===== src/rtl/irclt_pkg.sv =====
`timescale 1ns / 1ps
package irclt_pkg;

  localparam int HOLD_DEPTH_DEF = 8;
  localparam int MAX_PARAMS_DEF = 15;

  localparam logic [7:0] CH_CR    = 8'h0D;
  localparam logic [7:0] CH_LF    = 8'h0A;
  localparam logic [7:0] CH_COLON = 8'h3A;
  localparam logic [7:0] CH_SPACE = 8'h20;
  localparam logic [7:0] CH_LC_A  = 8'h61;
  localparam logic [7:0] CH_LC_Z  = 8'h7A;
  localparam logic [7:0] CASE_OFS = 8'h20;

  typedef enum logic [2:0] {
    MODE_START    = 3'd0,
    MODE_PREFIX   = 3'd1,
    MODE_COMMAND  = 3'd2,
    MODE_PARAMS   = 3'd3,
    MODE_TRAILING = 3'd4
  } mode_t;

  typedef enum logic [2:0] {
    CLS_PREFIX   = 3'd0,
    CLS_COMMAND  = 3'd1,
    CLS_PARAM    = 3'd2,
    CLS_TRAILING = 3'd3,
    CLS_DELIM    = 3'd4,
    CLS_STRIPPED = 3'd5
  } class_t;

  typedef enum logic [1:0] {
    S_IDLE = 2'd0,
    S_RD   = 2'd1,
    S_SEND = 2'd2,
    S_BYTE = 2'd3
  } state_t;

  // Controller to datapath
  typedef struct packed {
    logic accept;     // capture the input item
    logic hold_live;  // push the incoming CR/LF into the hold store
    logic rd_issue;   // read the hold store at the release index
    logic emit_held;  // load a released held byte into the output register
    logic emit_byte;  // load the item's own byte into the output register
  } ctrl_cmd_t;

  // Datapath to controller
  typedef struct packed {
    logic in_crlf;    // incoming byte is CR or LF
    logic in_eol;     // incoming item ends the line
    logic held_empty;
    logic held_full;
    logic rel_last;   // release index points at the last held byte
    logic saved_ovf;  // captured item is a CR/LF that overflowed the store
    logic out_free;   // output register can take a result this cycle
  } ctrl_sts_t;

  typedef struct packed {
    logic [7:0] ob;
    class_t     cls;
    logic       lim;
    mode_t      mode;
    logic [3:0] pcount;
    logic       ats;
  } cls_res_t;

  // Label one content byte and work out the parser state after it
  function automatic cls_res_t classify(mode_t mode, logic [3:0] pcount, logic ats,
                                        logic [7:0] b, logic [3:0] cap);
    cls_res_t r;
    mode_t    m;
    r.ob     = b;
    r.lim    = 1'b0;
    r.mode   = mode;
    r.pcount = pcount;
    r.ats    = ats;
    r.cls    = CLS_DELIM;
    m        = mode;
    if (mode == MODE_START && b == CH_COLON) begin
      r.mode = MODE_PREFIX;
      r.cls  = CLS_DELIM;
    end else begin
      if (mode == MODE_START) m = MODE_COMMAND;
      r.mode = m;
      case (m)
        MODE_PREFIX: begin
          if (b == CH_SPACE) begin
            r.mode = MODE_COMMAND;
            r.cls  = CLS_DELIM;
          end else begin
            r.cls = CLS_PREFIX;
          end
        end
        MODE_COMMAND: begin
          if (b == CH_SPACE) begin
            r.mode = MODE_PARAMS;
            r.ats  = 1'b1;
            r.cls  = CLS_DELIM;
          end else begin
            if (b >= CH_LC_A && b <= CH_LC_Z) r.ob = b - CASE_OFS;
            r.cls = CLS_COMMAND;
          end
        end
        MODE_PARAMS: begin
          if (ats && b == CH_COLON) begin
            r.mode = MODE_TRAILING;
            r.cls  = CLS_DELIM;
          end else if (b == CH_SPACE) begin
            if (pcount >= cap) r.lim = 1'b1;
            else r.pcount = pcount + 4'd1;
            r.ats = 1'b1;
            r.cls = CLS_DELIM;
          end else begin
            r.ats = 1'b0;
            r.cls = CLS_PARAM;
          end
        end
        default: begin
          r.mode = MODE_TRAILING;
          r.cls  = CLS_TRAILING;
        end
      endcase
    end
    return r;
  endfunction

endpackage


===== src/rtl/irclt_ram.sv =====
`timescale 1ns / 1ps
module irclt_ram #(
  parameter int WIDTH = 1,
  parameter int DEPTH = 8,
  parameter int AW    = (DEPTH > 1) ? $clog2(DEPTH) : 1
) (
  input  logic             clk,
  input  logic             we,
  input  logic [AW-1:0]    waddr,
  input  logic [WIDTH-1:0] wdata,
  input  logic             re,
  input  logic [AW-1:0]    raddr,
  output logic [WIDTH-1:0] rdata
);

  logic [WIDTH-1:0] mem [DEPTH];

  // Write port
  always_ff @(posedge clk) begin
    if (we) mem[waddr] <= wdata;
  end

  // Registered read, holds between reads
  always_ff @(posedge clk) begin
    if (re) rdata <= mem[raddr];
  end

endmodule


===== src/rtl/irclt_ctrl.sv =====
`timescale 1ns / 1ps
module irclt_ctrl
  import irclt_pkg::*;
(
  input  logic      clk,
  input  logic      rst,
  input  logic      data_valid,
  output logic      data_ready,
  input  ctrl_sts_t sts,
  output ctrl_cmd_t cmd
);

  state_t state, state_next;

  // State register
  always_ff @(posedge clk) begin
    if (rst) state <= S_IDLE;
    else state <= state_next;
  end

  // Next state and commands
  always_comb begin
    state_next = state;
    cmd        = '0;
    data_ready = 1'b0;
    case (state)
      S_IDLE: begin
        data_ready = 1'b1;
        if (data_valid) begin
          cmd.accept = 1'b1;
          if (sts.in_crlf && !sts.in_eol && !sts.held_full) cmd.hold_live = 1'b1;
          else if (sts.held_empty) state_next = S_BYTE;
          else state_next = S_RD;
        end
      end
      S_RD: begin
        cmd.rd_issue = 1'b1;
        state_next   = S_SEND;
      end
      S_SEND: begin
        if (sts.out_free) begin
          cmd.emit_held = 1'b1;
          if (!sts.rel_last) state_next = S_RD;
          else if (sts.saved_ovf) state_next = S_IDLE;
          else state_next = S_BYTE;
        end
      end
      S_BYTE: begin
        if (sts.out_free) begin
          cmd.emit_byte = 1'b1;
          state_next    = S_IDLE;
        end
      end
      default: state_next = S_IDLE;
    endcase
  end

endmodule


===== src/rtl/irclt_dp.sv =====
`timescale 1ns / 1ps
module irclt_dp
  import irclt_pkg::*;
#(
  parameter int HOLD_DEPTH = HOLD_DEPTH_DEF,
  parameter int MAX_PARAMS = MAX_PARAMS_DEF
) (
  input  logic       clk,
  input  logic       rst,
  input  logic [7:0] data_byte,
  input  logic       end_of_line,
  input  ctrl_cmd_t  cmd,
  output ctrl_sts_t  sts,
  output logic       result_valid,
  input  logic       result_ready,
  output logic [7:0] out_byte,
  output logic [2:0] field_class,
  output logic [3:0] param_index,
  output logic       run_last,
  output logic       line_done,
  output logic       limit_reached
);

  localparam int AW      = (HOLD_DEPTH > 1) ? $clog2(HOLD_DEPTH) : 1;
  localparam int CW      = $clog2(HOLD_DEPTH + 1);
  localparam int CAP_INT = (MAX_PARAMS < 15) ? MAX_PARAMS : 15;
  localparam logic [3:0]    PARAM_CAP = 4'(CAP_INT);
  localparam logic [CW-1:0] HOLD_MAX  = CW'(HOLD_DEPTH);

  // Parser state
  mode_t         mode;
  logic [3:0]    param_count;
  logic          at_token_start;
  logic [CW-1:0] held_count;
  logic [AW-1:0] rel_idx;

  // Captured item
  logic [7:0] byte_r;
  logic       eol_r;
  logic       crlf_r;

  logic          in_crlf;
  logic          saved_strip;
  logic          saved_ovf;
  logic          rel_last;
  logic          held_kind;
  logic [7:0]    held_byte;
  logic          ram_we;
  logic [AW-1:0] ram_waddr;
  logic          ram_wdata;
  cls_res_t      res_held;
  cls_res_t      res_byte;

  assign in_crlf     = (data_byte == CH_CR) || (data_byte == CH_LF);
  assign saved_strip = crlf_r && eol_r;
  assign saved_ovf   = crlf_r && !eol_r;
  assign rel_last    = (CW'(rel_idx) + CW'(1)) == held_count;
  assign held_byte   = held_kind ? CH_LF : CH_CR;

  assign res_held = classify(mode, param_count, at_token_start, held_byte, PARAM_CAP);
  assign res_byte = classify(mode, param_count, at_token_start, byte_r, PARAM_CAP);

  // Status to controller
  always_comb begin
    sts.in_crlf    = in_crlf;
    sts.in_eol     = end_of_line;
    sts.held_empty = (held_count == '0);
    sts.held_full  = (held_count == HOLD_MAX);
    sts.rel_last   = rel_last;
    sts.saved_ovf  = saved_ovf;
    sts.out_free   = !result_valid || result_ready;
  end

  // Hold store: live CR/LF push, or restart with the overflowing byte
  assign ram_we    = cmd.hold_live || (cmd.emit_held && rel_last && saved_ovf);
  assign ram_waddr = cmd.hold_live ? held_count[AW-1:0] : '0;
  assign ram_wdata = cmd.hold_live ? (data_byte == CH_LF) : (byte_r == CH_LF);

  irclt_ram #(
    .WIDTH (1),
    .DEPTH (HOLD_DEPTH),
    .AW    (AW)
  ) u_hold (
    .clk   (clk),
    .we    (ram_we),
    .waddr (ram_waddr),
    .wdata (ram_wdata),
    .re    (cmd.rd_issue),
    .raddr (rel_idx),
    .rdata (held_kind)
  );

  // Capture the item
  always_ff @(posedge clk) begin
    if (cmd.accept) begin
      byte_r <= data_byte;
      eol_r  <= end_of_line;
      crlf_r <= in_crlf;
    end
  end

  // Parser state and hold bookkeeping
  always_ff @(posedge clk) begin
    if (rst) begin
      mode           <= MODE_START;
      param_count    <= '0;
      at_token_start <= 1'b1;
      held_count     <= '0;
      rel_idx        <= '0;
    end else begin
      if (cmd.hold_live) held_count <= held_count + CW'(1);
      if (cmd.emit_held) begin
        if (!saved_strip) begin
          mode           <= res_held.mode;
          param_count    <= res_held.pcount;
          at_token_start <= res_held.ats;
        end
        if (rel_last) begin
          rel_idx    <= '0;
          held_count <= saved_ovf ? CW'(1) : '0;
        end else begin
          rel_idx <= rel_idx + AW'(1);
        end
      end
      if (cmd.emit_byte) begin
        if (eol_r) begin
          mode           <= MODE_START;
          param_count    <= '0;
          at_token_start <= 1'b1;
          held_count     <= '0;
        end else if (!crlf_r) begin
          mode           <= res_byte.mode;
          param_count    <= res_byte.pcount;
          at_token_start <= res_byte.ats;
        end
      end
    end
  end

  // Output register valid
  always_ff @(posedge clk) begin
    if (rst) result_valid <= 1'b0;
    else if (cmd.emit_held || cmd.emit_byte) result_valid <= 1'b1;
    else if (result_ready) result_valid <= 1'b0;
  end

  // Output register payload
  always_ff @(posedge clk) begin
    if (cmd.emit_held) begin
      run_last  <= rel_last && saved_ovf;
      line_done <= 1'b0;
      if (saved_strip) begin
        out_byte      <= held_byte;
        field_class   <= CLS_STRIPPED;
        param_index   <= param_count;
        limit_reached <= 1'b0;
      end else begin
        out_byte      <= res_held.ob;
        field_class   <= res_held.cls;
        param_index   <= res_held.pcount;
        limit_reached <= res_held.lim || saved_ovf;
      end
    end else if (cmd.emit_byte) begin
      run_last  <= 1'b1;
      line_done <= eol_r;
      if (crlf_r) begin
        out_byte      <= byte_r;
        field_class   <= CLS_STRIPPED;
        param_index   <= param_count;
        limit_reached <= 1'b0;
      end else begin
        out_byte      <= res_byte.ob;
        field_class   <= res_byte.cls;
        param_index   <= res_byte.pcount;
        limit_reached <= res_byte.lim;
      end
    end
  end

endmodule


===== src/rtl/irc_line_tokenizer_top.sv =====
`timescale 1ns / 1ps
// Channel  Handshake                    Payload
// input    data_valid / data_ready      data_byte, end_of_line
// result   result_valid / result_ready  out_byte, field_class, param_index,
//                                       run_last, line_done, limit_reached
//
// A CR/LF held without overflow gives no result; one that overflows the full store
// releases the held bytes and then starts the store anew with itself. Any other item
// releases the held CR/LF bytes, then its own byte: each held byte needs one hold store read and one output load.
// Reset (rst, synchronous) clears the parser and the hold count; the hold store
// itself is not cleared, since only entries below the count are read.
// A low result_ready holds the controller in its emit step; no result is dropped.
module irc_line_tokenizer_top
  import irclt_pkg::*;
#(
  parameter int HOLD_DEPTH = HOLD_DEPTH_DEF,
  parameter int MAX_PARAMS = MAX_PARAMS_DEF
) (
  input  logic       clk,
  input  logic       rst,
  input  logic       data_valid,
  output logic       data_ready,
  input  logic [7:0] data_byte,
  input  logic       end_of_line,
  output logic       result_valid,
  input  logic       result_ready,
  output logic [7:0] out_byte,
  output logic [2:0] field_class,
  output logic [3:0] param_index,
  output logic       run_last,
  output logic       line_done,
  output logic       limit_reached
);

  ctrl_cmd_t cmd;
  ctrl_sts_t sts;

  irclt_ctrl u_ctrl (
    .clk        (clk),
    .rst        (rst),
    .data_valid (data_valid),
    .data_ready (data_ready),
    .sts        (sts),
    .cmd        (cmd)
  );

  irclt_dp #(
    .HOLD_DEPTH (HOLD_DEPTH),
    .MAX_PARAMS (MAX_PARAMS)
  ) u_dp (
    .clk           (clk),
    .rst           (rst),
    .data_byte     (data_byte),
    .end_of_line   (end_of_line),
    .cmd           (cmd),
    .sts           (sts),
    .result_valid  (result_valid),
    .result_ready  (result_ready),
    .out_byte      (out_byte),
    .field_class   (field_class),
    .param_index   (param_index),
    .run_last      (run_last),
    .line_done     (line_done),
    .limit_reached (limit_reached)
  );

endmodule


===== config.mk =====
export PLATFORM = sky130hd
export DESIGN_NAME = irc_line_tokenizer_top
export DESIGN_NICKNAME = d
export VERILOG_FILES = /design/src/rtl/irclt_pkg.sv /design/src/rtl/irclt_ram.sv /design/src/rtl/irclt_ctrl.sv /design/src/rtl/irclt_dp.sv /design/src/rtl/irc_line_tokenizer_top.sv
export SDC_FILE = /design/constraint.sdc
export NUM_CORES = 1
export LEC_CHECK = 0
export BUFFER_PORTS_ARGS = -buffer_cell sky130_fd_sc_hd__buf_4
export CORE_ASPECT_RATIO = 0.7
export CORE_MARGIN = 1.5
export CORE_UTILIZATION = 35
export DETAILED_ROUTE_END_ITERATION = 16
export REMOVE_ABC_BUFFERS = 1
export SYNTH_ARGS = -nofsm -noshare
export SYNTH_HDL_FRONTEND = slang
export SYNTH_SLANG_ARGS = --single-unit

===== constraint.sdc =====
create_clock -name clk -period 4.7 [get_ports clk]
set_clock_uncertainty 0.1 [all_clocks]
set_input_delay 0.47 -clock clk [delete_from_list [all_inputs] [get_ports clk]]
set_output_delay 0.47 -clock clk [all_outputs]
set_load 0.02 [all_outputs]

==> metrics.md <==
| Metric | Value |
|---|---|
| Post-route ant nets | 0 |
| Final Cycle Share | 0.561 |
| Final #Nets | 331 |
| Total chip power | about 1200 uW |
| CP arrival | 2.53 ns |
| IO Count | 33 |
| Hold Path Depth | 1 |
| Peak VDD IR | 0.186 mV |
| Post-layout util | 0.422 |
| Seq cells post-synth | 55 |
| Max-slew headroom at the worst pin | 0.297 |
| Max-Cap Viols | 0 |
| Hold wc startpoint | data_byte[3] |
| Post-synth top cells | edfxtp_1 (36), nor2_1 (25), nand2_1 (24) |
| Ratio of cells with drive above 1 in the final layout | 0.157 |
| Die ar. | 8740 um2 |
| Drt initial violations | approximately 140 |
| Mapped Area | 2860 um2 |
| Clk sinks | 55 |
| Antenna diodes | 0 |
| DRT Wirelength | between 6 and 7 mm |
| Status | finished clean |
| Setup crit start | u_ctrl.state[1] |
| Internal power | ~870 uW |
| Syn avg cell area | roughly 10 um2 |
| Critical Path Fanout Max | 13 |
| 1st-pass router iterations | 4 |
| Flop pwr share | 0.501 |
| Fin. max-slew vios | 0 |
| Fmax | 380 MHz |
| Vias in the first global route | 2061 |
| RSZ-0062 raised after global routing | false |
| Synth-to-layout area growth | 16.5% |
| Final-report hold violation count | 0 |
| CTS resizes | 0 |
| Post-synth ARST share | 0 |
| WL met3 | 511 um |
| Fin crit period | 2.63 ns |
| RR Endpoint | u_dp.u_hold.mem[5] |
| Clk pwr share | 0.355 |
| Crit Path Class | reg -> reg |
| Family with the most delay on the worst path | simple AND/OR/NAND/NOR gates |
| Psw | roughly 300 uW |
| H-Tree Depth | 2 |
| Setup slack, reg-to-reg | 2.07 ns |
| First-pass GRT wire length | 10.8 mm |
| WP data required | around 4.6 ns |
| GR Util All Layers | 0.155 |
| GRT Residual Overflow | 0 |
| Antenna violations before repair | 0 |
| CORE AREA | between 7000 and 8000 um2 |
| Cts hold-fix bufs | 0 |
| CTS Root Cell | clkbuf_16 |
| Most common cell in the synthesized netlist | edfxtp_1 |
| Switching Fraction | 0.257 |
| Setup bufs post-CTS | 0 |
| Worst slew pin tran | 1.05 ns |
| Number of port buffers | 32 |
| Site Rows | 27 |
| R2R cell count | 5 |
| Die Y | 78.7 um |
| Clk pin slew, worst setup/hold paths | 0.07 ns |
| GP Congestion | 0.930 |
| Sequential element share of the synthesized area | 0.511 |
| Met1 wire length | 3.19 mm |
| DR WL/cell | 15.6 um |
| Library cells used by synthesis | 52 |
| Origin of the critical flop-to-flop path | u_ctrl.state[1] |
| Synth Flop Type | edfxtp_1 |
| Vias | around 2300 |
| Slowest stage cell, crit path | and2_1 |
| Comb pwr share | 0.144 |
| Synth area leaders | edfxtp_1 (38%), dfxtp_1 (13%), a21oi_1 (3.5%) |
| PwrDens | 350 nW/um2 |
| Area leader, netlist | edfxtp_1 |
| CTS tree | done |
| Max layer used | met4 |
| P_leak | approximately 0.0012 uW |
| Hold path endpoint | u_dp.byte_r[3] |
| Metal2 WL | 2.69 mm |
| CP bufs+invs | 0 |
| Top-area cell type share of the netlist area | 0.378 |
| Setup crit end kind | register |
| Final setup viols | 0 |
| Clk buf depth | 2 |
| Post-synth EDFFs | 36 |
| Crit-path cells | nor2_1 -> and2_1 -> nand3_1 -> or4_1 -> o21ai_0 |
| Setup_tns | 0 ns |
| Clock Latency Late Sink | between 0.2 and 0.3 ns |
| Vias per cell | 5.47 |
| Hpwl dp | 4.77 mm |
| Number of CTS-inserted buffers | 5 |
| Tightest Hold Check Type | in -> reg |
| Max incr delay on CP | 0.53 ns |
| Mapped Cells | 285 |
| Synth Warn # | 0 |
| CP Launch Type | register |
| DRC viols | 0 |
| Largest net degree at the start of global routing | 20 |
| Starting density of the core | 0.362 |
| Die X | 111 um |
==> metrics by stage <==
stage	hold slack, ns	instance area, um2	worst slack [ns]	std cells
after floorplan	0.347	2800	2.26	272
after global placement	0.360	3170	2.01	405
after detailed placement	0.362	3170	1.93	405
after CTS	0.259	3330	2.04	413
after global routing	0.257	3330	1.82	413
final	0.265	3330	2.07	413
==> registers in the layout, summed over array words and instances, names as in the netlist <==
register             count
u_dp.byte_r              8
u_dp.rel_idx             3
u_dp.out_byte            8
u_dp.crlf_r              1
u_dp.at_token_start      1
u_dp.u_hold.rdata        1
u_dp.param_count         4
u_dp.line_done           1
u_dp.limit_reached       1
u_dp.eol_r               1
u_ctrl.state             2
u_dp.run_last            1
u_dp.field_class         3
u_dp.u_hold.mem          8
u_dp.param_index         4
u_dp.held_count          4
u_dp.result_valid        1
u_dp.mode                3
==> metal layers <==
metal,vias to the layer above,global-route usage
met5,-,0
met4,0,0.0291
met3,4,0.0386
met2,78,0.228
met1,1055,0.230
li1,1121,-
==> worst max-delay path by stage <==
stage               cells past startpoint  slack (ns)                 end
floorplan                               6        2.26  u_dp.u_hold.mem[5]
global placement                        6        2.01  u_dp.u_hold.mem[4]
detailed placement                      6        1.93  u_dp.u_hold.mem[4]
CTS                                     7        2.04  u_dp.u_hold.mem[0]
global route                            5        1.82  u_dp.u_hold.mem[5]
finish                                  5        2.07  u_dp.u_hold.mem[5]
==> cell type report <==
| class | instances | area (um2) |
|---|---|---|
| tap | 101 | 126 |
| clock inverter | 3 | 38.8 |
| fill | 776 | 4570 |
| sequential | 55 | 1460 |
| timing repair buffer | 32 | 240 |
| multi-input combinational | 203 | 1290 |
| inverter | 14 | 52.6 |
| clock buffer | 5 | 125 |
==> power groups by stage <==
| stage | clock network, uW | logic, uW | registers [uW] |
|---|---|---|---|
| after CTS | 424 | 169 | 585 |
| after detailed placement | 0 | 169 | 596 |
| after global routing | 442 | 183 | 591 |
| after global placement | 0 | 168 | 595 |
| final | 414 | 168 | 585 |
| after floorplan | 0 | 82.1 | 609 |
==> worst register-to-register path, cell delays in order (launching register included) <==
cell and delay (ns):
dfxtp_1 0.40, nor2_1 0.26, and2_1 0.53, nand3_1 0.31, or4_1 0.46, o21ai_0 0.28
==> cells by family (layout without fill, tap and decap cells) <==
| logic type | count (synthesis) | count (layout) | synth area share |
|---|---|---|---|
| simple gates | 124 | 124 | 0.241 |
| compound gates | 63 | 63 | 0.140 |
| flops | 55 | 55 | 0.511 |
| buf+inv | 27 | 54 | 0.0385 |
| fa+ha+maj | 7 | 7 | 0.0306 |
| mux | 5 | 5 | 0.0267 |
| xor+xnor | 4 | 4 | 0.0122 |
==> cell usage in the layout (no fill, tap or decap), types with 2 or more instances in the layout <==
cell type,synthesis,routed
mux4_2,2,2
xor2_1,3,3
a21oi_1,20,20
buf_4,0,32
nand4_1,5,5
clkbuf_16,0,5
edfxtp_1,36,36
a211oi_1,3,3
nor2_1,25,25
nand3b_1,3,3
o211ai_1,3,3
or3_1,4,4
nand3_1,11,11
nor2b_1,7,7
o32a_1,2,2
nor3b_1,3,3
nand2b_1,6,6
inv_1,14,14
mux2i_1,2,2
o31ai_1,2,2
o21ai_0,16,16
a31oi_1,5,5
nor4_1,6,6
nor4b_1,2,2
a221oi_1,3,3
o22ai_1,3,3
and3_1,3,3
dfxtp_1,19,19
ha_1,7,7
nor3_1,8,8
and2_1,5,5
o21a_1,2,2
nand2_1,24,24
Note: power is estimated with default switching activity, not from simulation.
